==> config.mk <==
export PLATFORM = sky130hd
export DESIGN_NAME = gimbal_yaw_tracking_controller_unit
export DESIGN_NICKNAME = d
export VERILOG_FILES = /design/src/hdl/gytc_pkg.sv /design/src/hdl/gytc_ctrl.sv /design/src/hdl/gytc_dp.sv /design/src/hdl/gimbal_yaw_tracking_controller_unit.sv
export SDC_FILE = /design/constraint.sdc
export NUM_CORES = 2
export LEC_CHECK = 0
export BUFFER_PORTS_ARGS = -buffer_cell sky130_fd_sc_hd__buf_2
export CAP_MARGIN = 20
export CORE_MARGIN = 1
export CORE_UTILIZATION = 36
export CTS_CLUSTER_DIAMETER = 80
export DETAILED_ROUTE_END_ITERATION = 10
export GPL_ROUTABILITY_DRIVEN = 0
export RECOVER_POWER = 100
export SYNTH_ARGS = -nofsm -noshare
export SYNTH_HDL_FRONTEND = slang
export SYNTH_HIERARCHICAL = 1
export SYNTH_SLANG_ARGS = --single-unit
==> constraint.sdc <==
create_clock -name i_clk -period 16.2 [get_ports i_clk]
set_input_delay 0.81 -clock i_clk [delete_from_list [all_inputs] [get_ports i_clk]]
set_output_delay 0.81 -clock i_clk [all_outputs]
set_load 0.05 [all_outputs]
==> src/hdl/gytc_pkg.sv <==
// ----------------------------------------------------------------------------
// gytc_pkg
// Shared types and constants of the gimbal yaw tracking controller.
// ----------------------------------------------------------------------------
package gytc_pkg;

    // widths fixed by the item fields
    localparam int unsigned ANG_W    = 16;
    localparam int unsigned POS_W    = 24;
    localparam int unsigned SPD_W    = 24;
    localparam int unsigned SRC_W    = 3;
    localparam int unsigned CORD_W   = 27;
    localparam int unsigned IDX_W    = 5;
    localparam int unsigned CFG_IW   = 3;
    localparam int unsigned CFG_DW   = 23;
    localparam int unsigned IN_W     = 152;
    localparam int unsigned OUT_W    = 32;

    // register indexes
    localparam logic [CFG_IW-1:0] REG_GAIN      = 3'd0;
    localparam logic [CFG_IW-1:0] REG_SPD_LIMIT = 3'd1;
    localparam logic [CFG_IW-1:0] REG_YAW_TOL   = 3'd2;
    localparam logic [CFG_IW-1:0] REG_SMOOTHING = 3'd3;
    localparam logic [CFG_IW-1:0] REG_MAX_STEP  = 3'd4;
    localparam logic [CFG_IW-1:0] REG_ZERO_BAND = 3'd5;

    // target source codes
    localparam logic [SRC_W-1:0] SRC_NONE     = 3'd0;
    localparam logic [SRC_W-1:0] SRC_OVERRIDE = 3'd1;
    localparam logic [SRC_W-1:0] SRC_GOAL_YAW = 3'd2;
    localparam logic [SRC_W-1:0] SRC_HEADING  = 3'd3;
    localparam logic [SRC_W-1:0] SRC_HELD     = 3'd4;

    // commands from the controller to the datapath
    typedef struct packed {
        logic             load;
        logic             step;
        logic             err;
        logic             mul;
        logic             fin;
        logic [IDX_W-1:0] idx;
    } t_cmd;

    // status from the datapath to the controller
    typedef struct packed {
        logic out_full;
    } t_sts;

    // arctangent of 2^-i as a 32-bit binary angle
    function automatic logic [31:0] atan_lut(input logic [IDX_W-1:0] i);
        logic [31:0] v;
        unique case (i)
            5'd0:  v = 32'd536870912;
            5'd1:  v = 32'd316933406;
            5'd2:  v = 32'd167458907;
            5'd3:  v = 32'd85004756;
            5'd4:  v = 32'd42667331;
            5'd5:  v = 32'd21354465;
            5'd6:  v = 32'd10679838;
            5'd7:  v = 32'd5340245;
            5'd8:  v = 32'd2670163;
            5'd9:  v = 32'd1335087;
            5'd10: v = 32'd667544;
            5'd11: v = 32'd333772;
            5'd12: v = 32'd166886;
            5'd13: v = 32'd83443;
            5'd14: v = 32'd41722;
            5'd15: v = 32'd20861;
            5'd16: v = 32'd10430;
            5'd17: v = 32'd5215;
            5'd18: v = 32'd2608;
            5'd19: v = 32'd1304;
            5'd20: v = 32'd652;
            5'd21: v = 32'd326;
            5'd22: v = 32'd163;
            5'd23: v = 32'd81;
            default: v = 32'd0;
        endcase
        return v;
    endfunction

endpackage

==> src/hdl/gytc_ctrl.sv <==
// ----------------------------------------------------------------------------
// gytc_ctrl
// Sequencer: accept, cordic iterations, error and gain, smoothing, write back.
// ----------------------------------------------------------------------------
module gytc_ctrl #(
    parameter int unsigned CORDIC_STEPS = 16
) (
    input  logic            i_clk,
    input  logic            i_rst_n,
    input  logic            i_in_valid,
    output logic            o_in_ready,
    input  gytc_pkg::t_sts  i_sts,
    output gytc_pkg::t_cmd  o_cmd
);

    typedef enum logic [2:0] {
        S_IDLE,
        S_CORDIC,
        S_ERR,
        S_MUL,
        S_FIN
    } t_state;

    localparam logic [gytc_pkg::IDX_W-1:0] LAST_IDX = gytc_pkg::IDX_W'(CORDIC_STEPS - 1);

    t_state                      r_state, n_state;
    logic [gytc_pkg::IDX_W-1:0]  r_idx, n_idx;

    // command decode
    always_comb begin
        o_in_ready = (r_state == S_IDLE);
        o_cmd      = '0;
        o_cmd.idx  = r_idx;
        o_cmd.load = (r_state == S_IDLE) && i_in_valid;
        o_cmd.step = (r_state == S_CORDIC);
        o_cmd.err  = (r_state == S_ERR);
        o_cmd.mul  = (r_state == S_MUL);
        o_cmd.fin  = (r_state == S_FIN) && !i_sts.out_full;
    end

    // next state
    always_comb begin
        n_state = r_state;
        n_idx   = r_idx;
        unique case (r_state)
            S_IDLE: begin
                n_idx = '0;
                if (i_in_valid) begin
                    n_state = S_CORDIC;
                end
            end
            S_CORDIC: begin
                n_idx = r_idx + 1'b1;
                if (r_idx == LAST_IDX) begin
                    n_state = S_ERR;
                end
            end
            S_ERR:   n_state = S_MUL;
            S_MUL:   n_state = S_FIN;
            S_FIN: begin
                if (!i_sts.out_full) begin
                    n_state = S_IDLE;
                end
            end
            default: n_state = S_IDLE;
        endcase
    end

    // state register
    always_ff @(posedge i_clk) begin
        if (!i_rst_n) begin
            r_state <= S_IDLE;
            r_idx   <= '0;
        end else begin
            r_state <= n_state;
            r_idx   <= n_idx;
        end
    end

`ifndef SYNTHESIS
    a_accept_starts: assert property (@(posedge i_clk) disable iff (!i_rst_n)
        o_cmd.load |=> (r_state == S_CORDIC) && (r_idx == '0))
        else $error("accepted item did not start the cordic");
    a_cordic_ends: assert property (@(posedge i_clk) disable iff (!i_rst_n)
        (r_state == S_CORDIC) && (r_idx == LAST_IDX) |=> (r_state == S_ERR))
        else $error("cordic ran past its last step");
    a_fin_waits: assert property (@(posedge i_clk) disable iff (!i_rst_n)
        (r_state == S_FIN) && i_sts.out_full |=> (r_state == S_FIN))
        else $error("write back left while output full");
`endif

endmodule

==> src/hdl/gytc_dp.sv <==
// ----------------------------------------------------------------------------
// gytc_dp
// Datapath: registers, target selection, cordic atan2, gain, smoothing.
// ----------------------------------------------------------------------------
module gytc_dp (
    input  logic                               i_clk,
    input  logic                               i_rst_n,
    input  logic                               i_cfg_we,
    input  logic [gytc_pkg::CFG_IW-1:0]        i_cfg_idx,
    input  logic [gytc_pkg::CFG_DW-1:0]        i_cfg_data,
    input  logic [gytc_pkg::IN_W-1:0]          i_in_data,
    input  gytc_pkg::t_cmd                     i_cmd,
    output gytc_pkg::t_sts                     o_sts,
    output logic                               o_out_valid,
    input  logic                               i_out_ready,
    output logic [gytc_pkg::OUT_W-1:0]         o_out_data
);

    localparam int unsigned CW = gytc_pkg::CORD_W;

    // configuration
    logic [15:0] r_gain;
    logic [22:0] r_spd_limit;
    logic [14:0] r_yaw_tol;
    logic [16:0] r_smoothing;
    logic [22:0] r_max_step;
    logic [15:0] r_zero_band;

    // state
    logic signed [23:0] r_speed;
    logic [15:0]        r_held_yaw;
    logic               r_held_valid;

    // item registers
    logic [15:0]        r_cur;
    logic               r_cur_ok;
    logic [2:0]         r_src;
    logic [15:0]        r_target;
    logic               r_zero_vec;
    logic signed [CW-1:0] r_x, r_y;
    logic [31:0]        r_ang;
    logic signed [33:0] r_prod1;
    logic signed [42:0] r_prod2;
    logic               r_out_valid;
    logic [gytc_pkg::OUT_W-1:0] r_out_data;

    // input field unpack
    logic [15:0] in_cur, in_ovr, in_gy;
    logic        in_cur_ok, in_ovr_ok, in_gy_ok, in_gxy_ok, in_pos_ok;
    logic signed [23:0] in_gx, in_gyy, in_px, in_py;
    assign in_cur    = i_in_data[15:0];
    assign in_cur_ok = i_in_data[16];
    assign in_ovr_ok = i_in_data[17];
    assign in_ovr    = i_in_data[33:18];
    assign in_gy_ok  = i_in_data[34];
    assign in_gy     = i_in_data[50:35];
    assign in_gxy_ok = i_in_data[51];
    assign in_gx     = i_in_data[75:52];
    assign in_gyy    = i_in_data[99:76];
    assign in_pos_ok = i_in_data[100];
    assign in_px     = i_in_data[124:101];
    assign in_py     = i_in_data[148:125];

    // source selection and cordic pre-rotation
    logic [2:0]         sel_src;
    logic [15:0]        sel_target;
    logic signed [24:0] dx, dy;
    logic signed [CW-1:0] pre_x, pre_y;
    logic [31:0]        pre_ang;
    always_comb begin
        dx = 25'(in_gx) - 25'(in_px);
        dy = 25'(in_gyy) - 25'(in_py);
        sel_target = r_held_yaw;
        if (in_ovr_ok) begin
            sel_src = gytc_pkg::SRC_OVERRIDE;
            sel_target = in_ovr;
        end else if (in_gy_ok) begin
            sel_src = gytc_pkg::SRC_GOAL_YAW;
            sel_target = in_gy;
        end else if (in_gxy_ok && in_pos_ok) begin
            sel_src = gytc_pkg::SRC_HEADING;
        end else if (r_held_valid) begin
            sel_src = gytc_pkg::SRC_HELD;
        end else begin
            sel_src = gytc_pkg::SRC_NONE;
        end
        pre_x   = CW'(dx);
        pre_y   = CW'(dy);
        pre_ang = 32'h0000_0000;
        if (dx < 0) begin
            if (dy >= 0) begin
                pre_x   = CW'(dy);
                pre_y   = -CW'(dx);
                pre_ang = 32'h4000_0000;
            end else begin
                pre_x   = -CW'(dy);
                pre_y   = CW'(dx);
                pre_ang = 32'hC000_0000;
            end
        end
    end

    // one cordic vectoring step
    logic signed [CW-1:0] xs, ys;
    assign xs = r_x >>> i_cmd.idx;
    assign ys = r_y >>> i_cmd.idx;

    // yaw error and release test
    logic [31:0]        ang_rnd;
    logic [15:0]        tgt;
    logic [15:0]        e_raw;
    logic signed [16:0] e;
    logic [16:0]        ae;
    logic               in_band, have, nav, release_held;
    always_comb begin
        ang_rnd = r_ang + 32'h0000_8000;
        if (r_src == gytc_pkg::SRC_HEADING) begin
            tgt = r_zero_vec ? 16'h0000 : ang_rnd[31:16];
        end else begin
            tgt = r_target;
        end
        e_raw   = tgt - r_cur;
        e       = 17'($signed(e_raw));
        ae      = e[16] ? 17'(-e) : 17'(e);
        in_band = (ae <= {2'b00, r_yaw_tol});
        have    = (r_src != gytc_pkg::SRC_NONE);
        nav     = (r_src == gytc_pkg::SRC_GOAL_YAW) || (r_src == gytc_pkg::SRC_HEADING);
        release_held = (r_src == gytc_pkg::SRC_HELD) && r_cur_ok && in_band;
    end

    // clamp of the target speed and difference to previous
    logic signed [25:0] tsp;
    logic signed [25:0] lim;
    logic signed [23:0] tclamp;
    logic signed [24:0] diff;
    logic [16:0]        alpha;
    always_comb begin
        tsp = r_prod1[33:8];
        lim = 26'($signed({1'b0, r_spd_limit}));
        if (tsp > lim) begin
            tclamp = 24'(lim);
        end else if (tsp < -lim) begin
            tclamp = 24'(-lim);
        end else begin
            tclamp = 24'(tsp);
        end
        diff  = 25'(tclamp) - 25'(r_speed);
        alpha = (r_smoothing > 17'd65536) ? 17'd65536 : r_smoothing;
    end

    // slew limit and zero band
    logic signed [26:0] d_raw, d_lim, stp, f27;
    logic signed [23:0] f;
    logic [23:0]        af;
    logic signed [23:0] f_out;
    always_comb begin
        d_raw = r_prod2[42:16];
        stp   = 27'($signed({1'b0, r_max_step}));
        d_lim = d_raw;
        if (r_max_step != '0) begin
            if (d_raw > stp) begin
                d_lim = stp;
            end else if (d_raw < -stp) begin
                d_lim = -stp;
            end
        end
        f27   = 27'(r_speed) + d_lim;
        f     = 24'(f27);
        af    = f[23] ? 24'(-f) : 24'(f);
        f_out = (af < {8'd0, r_zero_band}) ? 24'sd0 : f;
    end

    // control state and configuration
    always_ff @(posedge i_clk) begin
        if (!i_rst_n) begin
            r_gain       <= 16'd322;
            r_spd_limit  <= 23'd32768;
            r_yaw_tol    <= 15'd1456;
            r_smoothing  <= 17'd1311;
            r_max_step   <= 23'd66;
            r_zero_band  <= 16'd7;
            r_speed      <= '0;
            r_held_yaw   <= '0;
            r_held_valid <= 1'b0;
            r_out_valid  <= 1'b0;
        end else begin
            if (i_cfg_we) begin
                unique case (i_cfg_idx)
                    gytc_pkg::REG_GAIN:      r_gain      <= i_cfg_data[15:0];
                    gytc_pkg::REG_SPD_LIMIT: r_spd_limit <= i_cfg_data[22:0];
                    gytc_pkg::REG_YAW_TOL:   r_yaw_tol   <= i_cfg_data[14:0];
                    gytc_pkg::REG_SMOOTHING: r_smoothing <= i_cfg_data[16:0];
                    gytc_pkg::REG_MAX_STEP:  r_max_step  <= i_cfg_data[22:0];
                    gytc_pkg::REG_ZERO_BAND: r_zero_band <= i_cfg_data[15:0];
                    default: ;
                endcase
            end
            if (i_cmd.err) begin
                if (nav) begin
                    r_held_yaw   <= tgt;
                    r_held_valid <= 1'b1;
                end else if (release_held) begin
                    r_held_valid <= 1'b0;
                end
            end
            if (i_cmd.fin) begin
                r_speed     <= f_out;
                r_out_valid <= 1'b1;
            end else if (i_out_ready) begin
                r_out_valid <= 1'b0;
            end
        end
    end

    // item payload registers
    always_ff @(posedge i_clk) begin
        if (i_cmd.load) begin
            r_cur      <= in_cur;
            r_cur_ok   <= in_cur_ok;
            r_src      <= sel_src;
            r_target   <= sel_target;
            r_zero_vec <= (dx == '0) && (dy == '0);
            r_x        <= pre_x;
            r_y        <= pre_y;
            r_ang      <= pre_ang;
        end
        if (i_cmd.step) begin
            if (r_y > 0) begin
                r_x   <= r_x + ys;
                r_y   <= r_y - xs;
                r_ang <= r_ang + gytc_pkg::atan_lut(i_cmd.idx);
            end else begin
                r_x   <= r_x - ys;
                r_y   <= r_y + xs;
                r_ang <= r_ang - gytc_pkg::atan_lut(i_cmd.idx);
            end
        end
        if (i_cmd.err) begin
            if (have && r_cur_ok && !in_band) begin
                r_prod1 <= $signed({1'b0, r_gain}) * e;
            end else begin
                r_prod1 <= '0;
            end
        end
        if (i_cmd.mul) begin
            r_prod2 <= $signed({1'b0, alpha}) * diff;
        end
        if (i_cmd.fin) begin
            r_out_data <= {4'd0, r_held_valid, r_src, f_out};
        end
    end

    assign o_sts.out_full = r_out_valid && !i_out_ready;
    assign o_out_valid    = r_out_valid;
    assign o_out_data     = r_out_data;

`ifndef SYNTHESIS
    a_fin_shows: assert property (@(posedge i_clk) disable iff (!i_rst_n)
        i_cmd.fin |=> r_out_valid)
        else $error("finished item not presented");
    a_nav_holds: assert property (@(posedge i_clk) disable iff (!i_rst_n)
        i_cmd.err && nav |=> r_held_valid)
        else $error("goal target not held");
    a_out_zero_band: assert property (@(posedge i_clk) disable iff (!i_rst_n)
        i_cmd.fin && (af < {8'd0, r_zero_band}) |=> (r_speed == '0))
        else $error("speed inside zero band not cleared");
`endif

endmodule

==> src/hdl/gimbal_yaw_tracking_controller_unit.sv <==
// ----------------------------------------------------------------------------
// gimbal_yaw_tracking_controller_unit
// Yaw tracking speed controller, one item per control tick.
// ----------------------------------------------------------------------------
// After an item is accepted, with the pre-rotated vector loaded at the
// accepting edge, the cordic atan2 runs one step per cycle, then the
// error and gain multiply, the smoothing multiply, and write back follow.
// The input is ready again in the cycle the result appears, so a new item
// is accepted only once the last one is written back. One item is in
// work at a time; a finished result waits in the output register while
// the next item is accepted, and write back stalls while that register
// is still full. Config is to be written only while idle; the block
// itself does not enforce it. Indexes above five are ignored.
module gimbal_yaw_tracking_controller_unit #(
    parameter int unsigned CORDIC_STEPS = 16
) (
    input  logic                        i_clk,
    input  logic                        i_rst_n,
    input  logic                        i_cfg_we,
    input  logic [gytc_pkg::CFG_IW-1:0] i_cfg_idx,
    input  logic [gytc_pkg::CFG_DW-1:0] i_cfg_data,
    input  logic                        s_axis_tvalid,
    output logic                        s_axis_tready,
    // measured yaw, measured yaw ok, override ok, override target,
    // goal heading ok, goal heading, goal position ok, goal x, goal y,
    // position ok, position x, position y, zero pad
    input  logic [gytc_pkg::IN_W-1:0]   s_axis_tdata,
    output logic                        m_axis_tvalid,
    input  logic                        m_axis_tready,
    // yaw_speed, target_source, holding, zero pad
    output logic [gytc_pkg::OUT_W-1:0]  m_axis_tdata
);

    gytc_pkg::t_cmd cmd;
    gytc_pkg::t_sts sts;

    gytc_ctrl #(
        .CORDIC_STEPS(CORDIC_STEPS)
    ) u_ctrl (
        .i_clk      (i_clk),
        .i_rst_n    (i_rst_n),
        .i_in_valid (s_axis_tvalid),
        .o_in_ready (s_axis_tready),
        .i_sts      (sts),
        .o_cmd      (cmd)
    );

    gytc_dp u_dp (
        .i_clk       (i_clk),
        .i_rst_n     (i_rst_n),
        .i_cfg_we    (i_cfg_we),
        .i_cfg_idx   (i_cfg_idx),
        .i_cfg_data  (i_cfg_data),
        .i_in_data   (s_axis_tdata),
        .i_cmd       (cmd),
        .o_sts       (sts),
        .o_out_valid (m_axis_tvalid),
        .i_out_ready (m_axis_tready),
        .o_out_data  (m_axis_tdata)
    );

endmodule
==> impl_table.tex <==
\begin{tabular}{lr}
\hline
Metric & Value \\
\hline
\multicolumn{2}{l}{\textbf{STA}} \\
\quad Transition time at the pin with the least slew margin & 4.29 ns \\
\quad Highest clock frequency the design can meet & 66.2 MHz \\
\quad Post-route clock skew & 0.0212 ns \\
\quad Hold Violations, Final & 0 \\
\quad Worst slew margin relative to its limit & -186\% \\
\quad Unrepaired setup endpoints after global routing & false \\
\quad Total of endpoints with negative setup slack in the final report & 0 \\
\quad Share of the clock period used by the worst path after layout & 93.3\% \\
\quad Final Critical Period & 15.11 ns \\
\quad Worst hold slack & 0.363 ns \\
\quad Setup Total Neg Slack & 0 ns \\
\quad Number of slew-limit violations in the final report & 463 \\
\multicolumn{2}{l}{\textbf{Final layout}} \\
\quad Area of all sequential standard cells & 9310 um2 \\
\quad Layout Nets & 8437 \\
\quad Fraction of final layout cells sized beyond drive strength 1 & 7.40\% \\
\quad Area growth from synthesis to layout & 8.36\% \\
\quad Area used by multi-input combinational logic & 44700 um2 \\
\quad Number of filler instances in the final layout & 16343 \\
\multicolumn{2}{l}{\textbf{Clock network}} \\
\quad CTS hold repair buffers & 0 \\
\quad Clock tree from TritonCTS & built \\
\quad Maximum buffer depth of the clock tree & 3 \\
\quad Post-cts resize count & 0 \\
\quad Worst skew pair latency & 0.63 ns \\
\quad Sinks on Clock Net & 363 \\
\quad Cell chosen for the clock root & clkbuf\_16 \\
\quad CTS HTree Levels & 2 \\
\quad Setup repair bufs after CTS & 0 \\
\quad Reg clk slew, reported paths & 0.06 ns \\
\quad CTS buffer count & 51 \\
\multicolumn{2}{l}{\textbf{Critical path}} \\
\quad Setup slack of the most critical reg-to-reg path & 1.09 ns \\
\quad Cell class contributing the biggest share of worst-path delay & compound AO/OA/AOI/OAI gates \\
\quad Largest driver fanout on the critical path & 23 \\
\quad Category of the critical setup timing path & reg2reg \\
\quad R2R depth & 53 \\
\quad Worst R2R End & u\_dp/r\_prod2[39] \\
\quad Slowest library cell on the worst path & fa\_1 \\
\quad Category of the worst setup path launch point & register \\
\quad Data arrival, critical path & 15.49 ns \\
\quad Biggest cell delay along the critical path & 0.61 ns \\
\quad Crit path capture type & register \\
\quad Start of the worst register-to-register path & u\_dp/r\_spd\_limit[1] \\
\quad Number of buffers and inverters on the critical path & 7 \\
\quad Endpoint required time on the critical path & 16.57 ns \\
\quad Cell with the most instances on the worst path & or3\_1 \\
\multicolumn{2}{l}{\textbf{Detailed routing}} \\
\quad Detailed-route DRC error count & 0 \\
\quad Per-cell via count in the routed design & 5.40 \\
\quad Wire length reported by the detailed router & 178000 um \\
\quad Routed WL per cell & 19.1 um \\
\quad Count of routing violations after the opening detailed-route iteration & 4023 \\
\quad Number of vias after detailed routing & 50142 \\
\quad Number of detailed-routing iterations run before antenna repair & 6 \\
\quad Routed Antenna Nets & 0 \\
\multicolumn{2}{l}{\textbf{Synthesis}} \\
\quad Area of the mapped netlist & 58800 um2 \\
\quad Portion of the post-synthesis area used by sequential elements & 15.8\% \\
\quad Cell count after synthesis & 7024 \\
\quad XOR/XNOR share of the synthesized area & 6.03\% \\
\quad Yosys synthesis warning count & 6 \\
\quad Share of synthesized area spent on multiplexers & 4.25\% \\
\quad Count of state elements after synthesis & 363 \\
\quad Largest family of logic cells by synthesized area & adder cells \\
\quad Count of different cell masters after synthesis & 104 \\
\quad Ys async rst share & 0\% \\
\quad Average size of a mapped cell & 8.37 um2 \\
\quad Adder-cell area share of the yosys netlist & 32.8\% \\
\quad Count of flip-flops with a built-in enable after synthesis & 203 \\
\quad Post-synthesis share of cell area spent on and, or, nand and nor gates & 18.5\% \\
\quad Predominant post-synthesis flop cell & edfxtp\_1 \\
\quad Compound-cell area share of the yosys netlist & 14.4\% \\
\multicolumn{2}{l}{\textbf{GRT}} \\
\quad Global routing usage summed across all routing layers & 21.3\% \\
\quad Antenna violations before repair & 6 \\
\quad Global-route wire length before repair & 278000 um \\
\quad Congestion Overflow GR & 0 \\
\quad Number of global-route vias before repair & 49453 \\
\quad Maximum number of pins on one net before global-route repair & 101 \\
\multicolumn{2}{l}{\textbf{Worst hold path}} \\
\quad Worst Hold End & u\_dp/r\_cur\_ok \\
\quad Hold Crit Class & in2reg \\
\quad Launch instance of the worst min-delay path & s\_axis\_tdata[16] \\
\quad WHS Path Cells & 1 \\
\multicolumn{2}{l}{\textbf{Floorplan}} \\
\quad Die height & 406 um \\
\quad Core Footprint & 161000 um2 \\
\quad Initial Util & 36.5\% \\
\quad Die X-Extent & 406 um \\
\quad Die Area & 165000 um2 \\
\quad I/O pins & 217 \\
\quad Row count & 147 \\
\multicolumn{2}{l}{\textbf{Pwr}} \\
\quad Leakage power summed over all cells & 28.7 nW \\
\quad Worst voltage drop across the vdd grid & 0.000244 V \\
\quad Power density over the cells & 172 nW/um2 \\
\multicolumn{2}{l}{\textbf{Status}} \\
\quad Run status & finished with violations \\
\quad Violated checks & max-capacitance violations, max-slew violations \\
\multicolumn{2}{l}{\textbf{Place}} \\
\quad PortBufs & 209 \\
\quad Dpl hpwl & 140000 um \\
\multicolumn{2}{l}{\textbf{Job}} \\
\quad Max-capacitance violation count & 11 \\
\hline
\end{tabular}
## cells in the mapped netlist, types with 54 or more instances
cell        n  area [um2]
a21boi_0  110         826
a21o_1     88         661
a21oi_1   302        1510
a31oi_1    54         338
and2_1    157         982
clkbuf_1  254         953
dfxtp_1   160        3200
edfxtp_1  203        6100
fa_1      615       12300
ha_1      556        6960
inv_1     973        3650
mux2i_1    73         731
mux4_2     62        1400
nand2_1   994        3730
nand2b_1   73         457
nand3_1   110         551
nor2_1    514        1930
nor2b_1   106         663
nor3_1    114         571
o21a_1     63         473
o21ai_0   285        1430
xnor2_1   251        2200
xor2_1    146        1280
## how the worst max path moves through the flow
stage | endpoint | slack (ns) | cells past startpoint | from
after floorplan | u_dp/r_prod2[41] | 2.55 | 55 | u_dp/r_spd_limit[0]
after global placement | u_dp/r_prod2[39] | 1.46 | 53 | u_dp/r_spd_limit[1]
after detailed placement | u_dp/r_prod2[41] | 1.39 | 54 | u_dp/r_spd_limit[0]
after CTS | u_dp/r_prod2[41] | 1.25 | 54 | u_dp/r_spd_limit[1]
after global routing | u_dp/r_prod2[39] | 0.11 | 52 | u_dp/r_spd_limit[1]
final | u_dp/r_prod2[39] | 1.09 | 53 | u_dp/r_spd_limit[1]
## cells in the final DEF (no fill, tap or decap), types with 172 or more instances in the layout
master / instances
o21ai_0: 290
edfxtp_1: 203
a21oi_1: 302
xnor2_1: 245
nor2_1: 512
inv_1: 973
ha_1: 556
fa_1: 615
buf_2: 172
nand2_1: 994
## cells by family (layout without fill, tap and decap cells)
family | after synthesis | after routing
flip-flops | 363 | 363
XOR/XNOR | 400 | 400
adder cells (fa/ha/maj) | 1171 | 1171
other | 1 | 7
AO/OA/AOI/OAI | 1293 | 1293
buffers and inverters | 1279 | 1376
multiplexers | 168 | 168
AND/OR/NAND/NOR | 2349 | 2349
## sequential cells by signal, summed over array words and instances, names as in the netlist, 24 cells and up
register         cells
u_dp/r_x            27
u_dp/r_prod1        25
u_dp/r_y            27
u_dp/r_ang          32
u_dp/r_prod2        27
u_dp/o_out_data     28
u_dp/r_speed        24
## cell type report
cell class / instances / share of cell area (%)
diodes: 3 / 0.0118
clock buffers: 59 / 2.10
clock inverters: 35 / 0.451
inverters: 979 / 5.77
multi-input cells: 5385 / 70.2
flip-flops and latches: 363 / 14.6
well taps: 2160 / 4.24
repair buffers: 303 / 2.67
## worst reg2reg max path, delay by kind of cell (launching register included)
family	cells	cell delay [ns]
flops	1	0.33
xor+xnor	2	0.24
simple gates	13	4.06
buf+inv	7	1.00
fa+ha+maj	10	4.38
compound gates	21	4.86
## power by group
group	total [mW]	internal [mW]	leakage, nW	switching [mW]
logic	8.41	3.48	24.6	4.93
clock network	1.10	0.630	0.799	0.472
registers	1.47	1.33	3.25	0.141
total	11.0	5.44	28.7	5.54
## per-layer routing
metal  vias to the layer above  global-route usage, %  wire (um)
li1                      23520                      -          -
met1                     24813                   28.4      76500
met2                      1543                   36.0      84700
met3                       264                   2.48      11200
met4                         2                   6.25       5370
met5                         -                      0         13
## per-stage QoR
| stage | cell area, um2 | util, % | instances | setup WS [ns] | power (mW) |
|---|---|---|---|---|---|
| 2_1_floorplan | 58800 | - | 7027 | 2.55 | 7.60 |
| 3_3_place_gp | 62200 | 38.6 | 9183 | 1.46 | 9.62 |
| 3_5_place_dp | 62200 | 38.6 | 9183 | 1.39 | 9.79 |
| 4_1_cts | 63800 | 39.6 | 9277 | 1.25 | 11.0 |
| 5_1_grt | 63700 | 39.5 | 9284 | 0.107 | 12.1 |
| 6_report | 63700 | 39.5 | 9287 | 1.09 | 11.0 |
(Power assumes the default switching activity.)
